[config.mk]
export PLATFORM = sky130hd
export DESIGN_NAME = xor_frame_receiver_link_monitor
export DESIGN_NICKNAME = d
export VERILOG_FILES = /design/src/sv/xfrlm_pkg.sv /design/src/sv/xfrlm_core.sv /design/src/sv/xor_frame_receiver_link_monitor.sv
export SDC_FILE = /design/constraint.sdc
export NUM_CORES = 1
export LEC_CHECK = 0
export BUFFER_PORTS_ARGS = -buffer_cell sky130_fd_sc_hd__clkbuf_2
export CORE_UTILIZATION = 60
export CTS_CLUSTER_DIAMETER = 50
export DETAILED_ROUTE_END_ITERATION = 16
export GPL_TIMING_DRIVEN = 0
export PLACE_DENSITY = 0.77
export SETUP_SLACK_MARGIN = 0.15
export SYNTH_ARGS = -nofsm -noshare
export SYNTH_HDL_FRONTEND = slang
export SYNTH_SLANG_ARGS = --single-unit
[constraint.sdc]
create_clock -name clk -period 5.1 [get_ports clk]
set_clock_uncertainty 0.05 [all_clocks]
set_input_delay 0.51 -clock clk [delete_from_list [all_inputs] [get_ports clk]]
set_output_delay 0.51 -clock clk [all_outputs]
set_load 0.01 [all_outputs]
[src/sv/xfrlm_pkg.sv]
// Shared types and constants for the frame receiver and link monitor.
package xfrlm_pkg;

  localparam int HEADER_BYTES_DEF = 4;

  localparam logic [7:0] SYNC_TYPE       = 8'hFE;
  localparam logic [8:0] UNACKED_MAX     = 9'd511;
  localparam logic [7:0] ACK_LIMIT_RESET = 8'd60;

  typedef enum logic [1:0] {
    SEND_NONE = 2'd0,
    SEND_CTRL = 2'd1,
    SEND_SYNC = 2'd2
  } send_kind_t;

  // Declared from the top bit down, so the packed form is the stream word.
  typedef struct packed {
    logic [8:0] unacked;
    logic       link_lost;
    logic       link_up;
    send_kind_t send_kind;
    logic       header_slip;
    logic [7:0] frame_type;
    logic       frame_good;
    logic       frame_done;
  } result_t;

endpackage

[src/sv/xfrlm_core.sv]
// Header window, frame tracking and link state with the per-request update logic.
module xfrlm_core #(
  parameter int HEADER_BYTES = xfrlm_pkg::HEADER_BYTES_DEF
) (
  input  logic                clk,
  input  logic                rst,
  input  logic                step,
  input  logic                command,
  input  logic [7:0]          rx_byte,
  input  logic [7:0]          ack_limit,
  output xfrlm_pkg::result_t  result
);

  localparam int IW = $clog2(HEADER_BYTES);
  localparam logic [7:0] HB = 8'(HEADER_BYTES);

  logic [7:0] window      [HEADER_BYTES];
  logic [7:0] window_next [HEADER_BYTES];
  logic [7:0] window_w    [HEADER_BYTES];
  logic [7:0] prefix      [HEADER_BYTES + 1];
  logic [7:0] byte_count, byte_count_next;
  logic [7:0] frame_length, frame_length_next;
  logic [7:0] running_xor, running_xor_next;
  logic       linked, linked_next;
  logic [8:0] unacked, unacked_next;

  logic       hdr_phase;
  logic       hdr_full;
  logic [7:0] full_xor;
  logic [7:0] short_xor;
  logic [7:0] body_count;
  logic [8:0] unacked_inc;
  logic       close;
  logic [7:0] close_xor;
  logic [7:0] type_byte;

  assign hdr_phase = byte_count < HB;
  assign hdr_full  = byte_count == (HB - 8'd1);

  // Window as it stands once the incoming byte is written in.
  always_comb begin
    for (int i = 0; i < HEADER_BYTES; i++) begin
      window_w[i] = (byte_count[IW-1:0] == IW'(i)) ? rx_byte : window[i];
    end
    prefix[0] = 8'd0;
    for (int i = 0; i < HEADER_BYTES; i++) begin
      prefix[i+1] = prefix[i] ^ window_w[i];
    end
  end

  assign full_xor = prefix[HEADER_BYTES];

  always_comb begin
    short_xor = 8'd0;
    for (int k = 0; k <= HEADER_BYTES; k++) begin
      if (window_w[2] == 8'(k)) begin
        short_xor = prefix[k];
      end
    end
  end

  assign body_count  = (byte_count != 8'd255) ? byte_count + 8'd1 : byte_count;
  assign unacked_inc = (unacked < xfrlm_pkg::UNACKED_MAX) ? unacked + 9'd1 : unacked;
  assign type_byte   = hdr_phase ? window_w[1] : window[1];

  always_comb begin
    window_next       = window;
    byte_count_next   = byte_count;
    frame_length_next = frame_length;
    running_xor_next  = running_xor;
    linked_next       = linked;
    unacked_next      = unacked;
    close             = 1'b0;
    close_xor         = 8'd0;
    result            = '0;
    result.send_kind  = xfrlm_pkg::SEND_NONE;

    if (command) begin
      if (linked) begin
        result.send_kind = xfrlm_pkg::SEND_CTRL;
        unacked_next     = unacked_inc;
        if (unacked_inc > {1'b0, ack_limit}) begin
          linked_next      = 1'b0;
          result.link_lost = 1'b1;
        end
      end else begin
        result.send_kind = xfrlm_pkg::SEND_SYNC;
      end
    end else begin
      if (hdr_phase) begin
        window_next      = window_w;
        byte_count_next  = byte_count + 8'd1;
        running_xor_next = running_xor ^ rx_byte;
        if (hdr_full) begin
          if (full_xor != 8'd0) begin
            // Drop the oldest byte and keep looking for a header.
            result.header_slip = 1'b1;
            for (int i = 0; i < HEADER_BYTES - 1; i++) begin
              window_next[i] = window_w[i+1];
            end
            window_next[HEADER_BYTES-1] = 8'd0;
            byte_count_next  = HB - 8'd1;
            running_xor_next = full_xor ^ window_w[0];
          end else begin
            frame_length_next = window_w[2];
            if (window_w[2] <= HB) begin
              close     = 1'b1;
              close_xor = short_xor;
            end
          end
        end
      end else begin
        running_xor_next = running_xor ^ rx_byte;
        byte_count_next  = body_count;
        if (body_count >= frame_length) begin
          close     = 1'b1;
          close_xor = running_xor ^ rx_byte;
        end
      end

      if (close) begin
        result.frame_done = 1'b1;
        result.frame_type = type_byte;
        if (close_xor == 8'd0) begin
          result.frame_good = 1'b1;
          if (type_byte == xfrlm_pkg::SYNC_TYPE) begin
            linked_next  = 1'b1;
            unacked_next = 9'd0;
          end
        end
        for (int i = 0; i < HEADER_BYTES; i++) begin
          window_next[i] = 8'd0;
        end
        byte_count_next   = 8'd0;
        frame_length_next = HB;
        running_xor_next  = 8'd0;
      end
    end

    result.link_up = linked_next;
    result.unacked = unacked_next;
  end

  always_ff @(posedge clk) begin
    if (rst) begin
      for (int i = 0; i < HEADER_BYTES; i++) begin
        window[i] <= 8'd0;
      end
      byte_count   <= 8'd0;
      frame_length <= HB;
      running_xor  <= 8'd0;
      linked       <= 1'b0;
      unacked      <= 9'd0;
    end else if (step) begin
      window       <= window_next;
      byte_count   <= byte_count_next;
      frame_length <= frame_length_next;
      running_xor  <= running_xor_next;
      linked       <= linked_next;
      unacked      <= unacked_next;
    end
  end

endmodule

[src/sv/xor_frame_receiver_link_monitor.sv]
// Top level of the frame receiver and link monitor with input and result registers.
// A request goes to the input register and its result to the result register.
// Throughput: one request per cycle unless stalled; the registers form a two-stage pipe.
// A stalled result holds the pipe only once the input register is also full.
// Reset clears the frame state, the link state, the unacked count and both valid flags.
// Reset sets ack_limit to 60.
module xor_frame_receiver_link_monitor #(
  parameter int HEADER_BYTES = xfrlm_pkg::HEADER_BYTES_DEF
) (
  input  logic        clk,
  input  logic        rst,
  input  logic        s_tvalid,
  output logic        s_tready,
  input  logic [7:0]  s_tdata,   // rx_byte[7:0]
  input  logic        s_tuser,   // command[0]
  output logic        m_tvalid,
  input  logic        m_tready,
  // frame_done[0], frame_good[1], frame_type[9:2], header_slip[10], send_kind[12:11],
  // link_up[13], link_lost[14], unacked[23:15]
  output logic [23:0] m_tdata,
  input  logic        cfg_we,
  input  logic [7:0]  cfg_wdata
);

  logic               s1_valid;
  logic               s1_command;
  logic [7:0]         s1_byte;
  logic               advance;
  logic [7:0]         ack_limit;
  xfrlm_pkg::result_t core_result;
  xfrlm_pkg::result_t out_word;

  assign advance  = s1_valid && (!m_tvalid || m_tready);
  assign s_tready = !s1_valid || advance;

  always_ff @(posedge clk) begin
    if (rst) begin
      ack_limit <= xfrlm_pkg::ACK_LIMIT_RESET;
    end else if (cfg_we) begin
      ack_limit <= cfg_wdata;
    end
  end

  always_ff @(posedge clk) begin
    if (rst) begin
      s1_valid <= 1'b0;
    end else if (s_tready) begin
      s1_valid <= s_tvalid;
    end
  end

  always_ff @(posedge clk) begin
    if (s_tvalid && s_tready) begin
      s1_command <= s_tuser;
      s1_byte    <= s_tdata;
    end
  end

  xfrlm_core #(
    .HEADER_BYTES(HEADER_BYTES)
  ) u_core (
    .clk       (clk),
    .rst       (rst),
    .step      (advance),
    .command   (s1_command),
    .rx_byte   (s1_byte),
    .ack_limit (ack_limit),
    .result    (core_result)
  );

  always_ff @(posedge clk) begin
    if (rst) begin
      m_tvalid <= 1'b0;
    end else if (advance) begin
      m_tvalid <= 1'b1;
    end else if (m_tready) begin
      m_tvalid <= 1'b0;
    end
  end

  always_ff @(posedge clk) begin
    if (advance) begin
      out_word <= core_result;
    end
  end

  assign m_tdata = out_word;

endmodule
# Word level (Yosys, flattened, before mapping)

Cells that the tools add are included.

Eq/ne operators: 11
Muxes and demuxes: 57
Add/subtract/negate cells: 2
Bitwise logic cells: 9
Magnitude comparators: 5
Reduce and logical (&&, ||, !) cells: 18

Operators by type and width:

| operator            | count |
|---|---|
| $mux 8              | 28 |
| $mux 32             | 4 |
| $mux 9              | 6 |
| $xor 8x8->8         | 5 |
| $eq 8x2->1 const B  | 3 |
| $mux 1              | 18 |
| $add 9x1->9 const B | 1 |
| $gt 9x8->1          | 1 |
| $lt 9x9->1 const B  | 1 |
| $add 8x1->8 const B | 1 |
| $eq 8x1->1 const B  | 1 |
| $eq 8x3->1 const B  | 1 |
| $eq 8x8->1 const B  | 1 |
| $ge 8x8->1          | 1 |
| $le 8x3->1 const B  | 1 |
| $logic_not 8->1     | 1 |
| $lt 8x3->1 const B  | 1 |
| $ne 8x8->1 const B  | 1 |
| $reduce_bool 8->1   | 1 |
| $reduce_bool 2->1   | 3 |
| $reduce_and 5->1    | 1 |
| $eq 2x2->1 const B  | 2 |
| $not 1->1           | 4 |
| $reduce_and 2->1    | 2 |
| 10 further kinds    | 13 |

Output and inout port bits: 26
Bits in registers: 109
Input port bits: 22
Logic and storage cells: 124

# Longest topological paths before layout

Gate-level depths: netlist of the first run.

Word-level depth: 16
Gate-level depth with buffers: 18
Mapped depth without buffers: 15

# By module

From an unflattened synthesis of the first run, not the netlist that was laid out.

Cells, all modules: 756
Area, all modules: 6,947.9 µm²

By module, submodules not included:

| module                          | cells each | seq. area each (µm²) | area each (µm²) | times used |
|---|---|---|---|---|
| xfrlm_core                      | 687        | 1,321.3              | 5,574.1         | 1 |
| xor_frame_receiver_link_monitor | 69         | 1,191.1              | 1,373.8         | 1 |

# Worst setup path before layout of the first run

No wires, ideal clock.

Kind: flip-flop to flip-flop
Start: reg u_core.byte_count[0]
End: reg u_core.byte_count[2]
Library setup time: 0.070 ns
Data required time: 4.980 ns
Cell stages (with the launch flop): 19
Clock period less this slack: 4.309 ns
Arrival time: 4.189 ns
Buffers on the path: 4
Slack: 0.791 ns
Cells stage by stage: dfxtp_1 > ha_1 > buf_2 > buf_2 > and3_1 > nand3_1 > xnor2_1 > ha_1 > nand2b_1 > a21o_1 > a21o_1 > a2111oi_1 > o21ai_0 > and2_1 > nor2_2 > buf_2 > buf_2 > o211ai_1 > a21oi_1

Longest elaborated chain between the ends: 11
Elaborated cells on any way between the ends: 29
Classes of those cells: add/sub: 1; order compare: 3; eq/ne: 5; mux: 15; bitwise: 3; reduce/logical: 2

RTL lines:

| item                                                 | RTL line          | RTL |
|---|---|---|
| start: declaration                                   | xfrlm_core.sv:21  | `logic [7:0] byte_count, byte_count_next;` |
| start signal: assignment                             | xfrlm_core.sv:156 | `byte_count <= byte_count_next;` |
| branches (longest 10 deep; another with $add 8x1->8) | --                |  |
| $mux 8 *                                             | xfrlm_core.sv:121 | `if (close) begin` |

Every way passes the cells marked *. The select of a mux whose other input is x is not followed.
A chain may end at the register's enable or synchronous reset.

# Worst setup path after layout of the first run

Start: reg u_core.byte_count[1]
End: reg u_core.byte_count[2]

The elaborated chain is that of the path after synthesis.

==> out/qor.csv, run 1 <==
metric;value;unit
top_reg_cell synth;dfxtp_1;
Total GRT Usage;0.390;
Post-synth top cells;104 x nand2_1, 76 x dfxtp_1, 72 x nor2_1;
Filler Cell Count;910;
# rows;39;
wirelength, routed;23.1;mm
grt ovf;0;
placed cells;1010;
worst setup margin;0.354;ns
setup violators final;0;
Slew Limit Fails;0;
Core Footprint;11400;µm²
clk_lat worst skew;0.37;ns
RSZ-0062 raised after global routing;no;
cts hold-fix bufs;0;
setup TNS;0;ns
CTS tree;built;
clock sinks;109;
sequential cell area;2510;µm²
largest area contributor in the netlist;dfxtp_1;
top cell type's share of synthesized area;0.217;
maximum vdd drop;0.293;mV
kind of start point of the critical path;register;
Num CTS Buffers;9;
Core Util, Final;0.682;
CTS clk-pin slew, worst paths;0.09;ns
boundary pin count;48;
combinational power share;0.136;
H-Tree Depth;3;
multi-input logic area;4180;µm²
peak fanout along the critical path;10;
Routed WL per cell;22.4;µm
Pint;0.00135;W
YS warnings;0;
Rel. slew slack;0.174;
initial antenna violation count;0;
Antenna diodes;0;
hold depth;1;
count leader, synth;nand2_1;
Critical Path End Type;register;
synth top area cells;dfxtp_1 22%, edfxtp_1 14%, mux2i_1 5.8%, nand2_1 5.6%, xnor2_1 4.2%;
fin crit period;4.75;ns
Synth Net Count;864;
CTS Root Cell;clkbuf_16;
post-route clock period utilization;0.931;
Final Hold Viols;0;
NetSw;0.000551;W
R2R depth;18;
vias per std cell;6.71;
gpl congestion;0.985;
Leak Pwr;3.05;nW
Post-Syn Area;7020;µm²
starting density of the core;0.615;
die width;110;µm
Sw Ratio;0.289;
Die ar.;12100;µm²
Die Ht;110;µm
min-delay worst type;input pin to register;
Final Non-Filler Cells;1029;
post-synth cell types;75;
dpl ws;-0.293;ns
Area growth syn-to-layout;11.0;%
port bufs;46;
syn_area_per_cell;8.55;µm²
Worst Tran Pin Value;1.23;ns
total number of vias;6905;
DR pass1 iterations;6;
Seq/Total Area, Yosys;0.358;
Syn Inst Count;821;
power per cell area;244;nW/µm²
Starting DRT DRC Count;838;
WP data arrival;4.98;ns
Clock power frac;0.374;
Synth Register Bits;109;
layout cells sized above 1;0.125;
DRC Markers;0;
Max Cap Violations;0;
r2r setup slk;0.35;ns
WP data required;5.34;ns
status;completed;
fmax;211;MHz
Final nets;924;
largest net degree at the start of global routing;29;
Post-DRT Antenna Nets;0;
critical path class;register to register;
number of global-route vias before repair;6345;
EDFF count, synth;33;
register share of total power;0.490;
CTS max path bufs;2;
ys async rst share;0;
Detailed Place HPWL;16.9;mm
first-pass GRT wire length;34.4;mm
## area by class of cell
type | count | area share
timing repair buffer | 49 | 0.0324
buffer | 58 | 0.0334
inverter | 29 | 0.0140
clock inverter | 7 | 0.00884
sequential | 109 | 0.323
tap | 143 | 0.0230
multi-input combinational | 625 | 0.537
clock buffer | 9 | 0.0289
## kinds of logic (layout without fill, tap and decap cells)
family | count (synthesis) | after routing | synth area share
simple gates | 314 | 314 | 0.219
compound gates | 183 | 183 | 0.187
flops | 109 | 109 | 0.358
buf+inv | 87 | 152 | 0.0519
xor+xnor | 61 | 61 | 0.0781
mux | 46 | 46 | 0.0681
fa+ha+maj | 21 | 21 | 0.0374
## sequential cells by signal, indices dropped and copies added (netlist names)
register             flops
s1_valid                 1
ack_limit                8
u_core.running_xor       8
m_tdata                 24
u_core.unacked           9
m_tvalid                 1
u_core.window           32
u_core.linked            1
u_core.byte_count        8
u_core.frame_length      8
s1_byte                  8
s1_command               1
## repair_timing
action                     CTS  global route
buffers inserted             0             3
setup endpoints to repair   69            63
gates resized for setup      5             4
pin swaps                    0             1
## placed cells by master (no fill, tap or decap), types with 5 or more instances in the layout
cell type	count
clkbuf_1	31
o22ai_1	9
xor2_1	26
nor4_1	11
a32o_1	11
buf_1	6
clkbuf_16	9
buf_4	5
nand3_1	22
and3_1	8
nand2_1	104
a31oi_1	13
o21ai_0	25
nand2b_1	14
o211ai_1	14
buf_2	16
nor2b_1	14
edfxtp_1	33
nor3_1	19
dfxtp_1	75
nor2_1	72
nand4_1	16
o32ai_1	8
xnor2_1	34
inv_1	29
ha_1	21
a22o_1	14
clkbuf_2	46
a21oi_1	40
mux2i_1	41
and2_1	7
o21a_1	7
## per-stage QoR
stage / power [W] / hold WS, ns / area, µm²
2_1_floorplan: 0.00112 / 0.381 / 7020
6_report: 0.00190 / 0.265 / 7790
5_1_grt: 0.00195 / 0.257 / 7790
3_3_place_gp: 0.00119 / 0.394 / 7430
4_1_cts: 0.00189 / 0.263 / 7740
3_5_place_dp: 0.00120 / 0.404 / 7430
## path summary, 6_finish.rpt
kind / endpoint / from
min: s1_command / s_tuser
max reg2reg: u_core.byte_count[2] / u_core.byte_count[1]
min reg2reg: u_core.frame_length[7] / u_core.frame_length[7]
max: u_core.byte_count[2] / u_core.byte_count[1]
## power by group through the flow
stage,combinational (W),clock [W],sequential [W]
CTS,0.000250,0.000710,0.000932
finish,0.000259,0.000713,0.000933
global route,0.000274,0.000743,0.000936
floorplan,0.000167,0,0.000951
detailed placement,0.000248,0,0.000953
global placement,0.000243,0,0.000951
## routing by layer
metal  track usage  vias up  part of all wire
met3        0.0876      108             0.090
met2         0.619      443              0.46
met5             0        -                 0
met4         0.220        0             0.055
met1         0.490     3265              0.39
li1              -     3089                 -
## worst max-delay path, cell delays in order (launching register included)
cell	delay, ns
dfxtp_1	0.43
ha_1	0.22
buf_2	0.25
clkbuf_4	0.27
and3_1	0.26
nand3_2	0.23
xnor2_1	0.29
ha_1	0.27
nand2b_1	0.14
a21o_1	0.17
a21o_1	0.20
a2111oi_4	0.41
o21ai_0	0.23
and2_1	0.28
nor2_4	0.16
clkbuf_4	0.25
buf_2	0.26
o211ai_1	0.14
a21oi_1	0.16
No activity file was read; power rests on OpenSTA's default activity.
==> run 2: changes to the inputs <==
Settings changed: CORE_UTILIZATION 60 to 29, PLACE_DENSITY 0.77 to 0.42.
==> run 2 against run 1 <==
Sequential power barely moved. Clock power rose by 6.9%. Combinational power fell by 3%. Total power rose by 2.1%. First-iteration DRC count fell by 50%. Cell area rose by 3.0%.
==> out/qor.csv, run 2 (same netlist as run 1, synthesis figures left out) <==
metric;value;unit;change
Die ar.;24800;µm²;+100%
Antenna diodes;0;;unchanged
Slew Limit Fails;0;;unchanged
M1 wire length;12.0;mm;+32%
fmax;215;MHz;+2.2%
Total GRT Usage;0.194;;-0.197
top sig layer;met4;;
post-route clock period utilization;0.911;;-0.0200
DR pass1 iterations;5;;-1
crit path cell chain;ha_1, buf_2, buf_4, and3_1, nand3_2, o21ai_0, ha_1, a21o_1, a21o_1, a2111oi_4, o21ai_1, and2_1, nor2_4, buf_4, clkbuf_4, o211ai_1, a21oi_1;;
Starting DRT DRC Count;418;;-50%
Core Footprint;23600;µm²;+110%
# rows;56;;+44%
boundary pin count;48;;unchanged
status;completed;;
total number of vias;6249;;-9.5%
WP data required;5.33;ns;about the same
Detailed Place HPWL;17.4;mm;+2.9%
total power;0.00194;W;+2.1%
grt ovf;0;;unchanged
Largest register FFs;32;;unchanged
clock sinks;109;;unchanged
clk_lat worst skew;0.36;ns;about the same
peak fanout along the critical path;10;;unchanged
power per cell area;242;nW/µm²;-0.94%
first-pass GRT wire length;35.8;mm;+3.8%
wirelength, routed;23.2;mm;+0.39%
min-delay worst type;input pin to register;;
Leak Pwr;3.05;nW;+0.12%
Critical Path End Type;register;;
maximum vdd drop;0.121;mV;-59%
Routed WL per cell;19.2;µm;-14%
Max Cap Violations;0;;unchanged
critical path class;register to register;;
Filler Cell Count;2478;;+170%
number of global-route vias before repair;5964;;-6.0%
met2 WL;9.86;mm;-7.5%
Rel. slew slack;0.262;;+0.0888
commonest non-fill, non-tap cell in the layout;nand2_1;;
CTS Root Cell;clkbuf_16;;
H-Tree Depth;3;;unchanged
port bufs;46;;unchanged
DRC Markers;0;;unchanged
cts hold-fix bufs;0;;unchanged
vias per std cell;5.19;;-23%
slowest stage delay, CP;0.44;ns;about the same
Worst Tran Pin Value;1.11;ns;-0.124 ns
CTS max path bufs;2;;unchanged
WP data arrival;4.88;ns;-0.10 ns
layout cells sized above 1;0.126;;+0.00113
met3 WL;991;µm;-52%
fin crit period;4.64;ns;-0.102 ns
Area growth syn-to-layout;14.4;%;
Final Hold Viols;0;;unchanged
setup TNS;0;ns;unchanged
gpl congestion;0.862;;-13%
RSZ-0062 raised after global routing;no;;
CTS clk-pin slew, worst paths;0.08;ns;about the same
largest net degree at the start of global routing;29;;unchanged
Post-DRT Antenna Nets;0;;unchanged
Die Ht;158;µm;+43%
setup violators final;0;;unchanged
die width;158;µm;+43%
Final nets;924;;unchanged
kind of start point of the critical path;register;;
commonest cells after routing, fill and taps aside;104 x nand2_1, 75 x dfxtp_1, 72 x nor2_1, 46 x clkbuf_2, 41 x mux2i_1;;
starting density of the core;0.297;;-0.317
Most flops, register;u_core.window;;
Num CTS Buffers;9;;unchanged
CTS tree;built;;
initial antenna violation count;0;;unchanged
Critical-path top delay cell;dfxtp_1;;
-- run 2: cell count changes in the layout (fill, tap and decap cells not counted), sizes merged --
cell / delta
buf: +1
bufinv: +1
clkinv: +1
clkinvlp: +1
inv: -4
-- run 2: worst max-delay path, delay by kind of cell, from the launching register on --
kind,cells,cell delay (ns)
compound gates,7,1.59
fa+ha+maj,2,0.49
buf+inv,4,0.99
flops,1,0.44
simple gates,4,0.98
-- run 2: final cells by class --
type	count	area, µm²	share of cell area
multi-input combinational	625	4180	0.521
tap	319	399	0.0497
clock buffer	10	239	0.0298
buffer	58	263	0.0327
inverter	29	109	0.0136
timing repair buffer	49	253	0.0315
clock inverter	6	68.8	0.00857
sequential	109	2510	0.313
-- run 2: timing repair --
item                                    CTS  global route
resized for setup                         8             3
pin swaps                                 1             1
endpoints found under the setup margin   85            59
buffers inserted                          0             3
-- run 2: path summary, 6_finish.rpt --
path,startpoint,cells past startpoint,slack (ns),endpoint
setup / recovery,u_core.byte_count[1],17,0.46,u_core.byte_count[2]
hold / removal,s_tdata[2],1,0.27,s1_byte[2]
setup reg to reg,u_core.byte_count[1],17,0.46,u_core.byte_count[2]
hold reg to reg,u_core.window[7],2,0.41,u_core.window[7]
-- run 2: metal layers --
layer	vias to the layer above	GRT usage
li1	3090	-
met1	2992	0.284
met2	148	0.295
met3	19	0.0251
met4	0	0.0504
met5	-	0
-- run 2: report_power, final --
group	internal (W)	leakage [nW]	switching (W)
sequential	0.000916	0.933	0.0000157
clock	0.000399	0.149	0.000362
combinational	0.0000897	1.97	0.000161
total	0.00140	3.05	0.000539
-- run 2: stage by stage --
| step | setup WS, ns | utilization | hold slack (ns) | cells | instance area (µm²) |
|---|---|---|---|---|---|
| floorplan | 0.791 | - | 0.381 | 821 | 7020 |
| global placement | -0.699 | 0.324 | 0.392 | 1186 | 7650 |
| detailed placement | -0.633 | 0.324 | 0.400 | 1186 | 7650 |
| CTS | 0.218 | 0.338 | 0.253 | 1202 | 7980 |
| global route | 0.155 | 0.340 | 0.253 | 1205 | 8030 |
| finish | 0.456 | 0.340 | 0.266 | 1205 | 8030 |
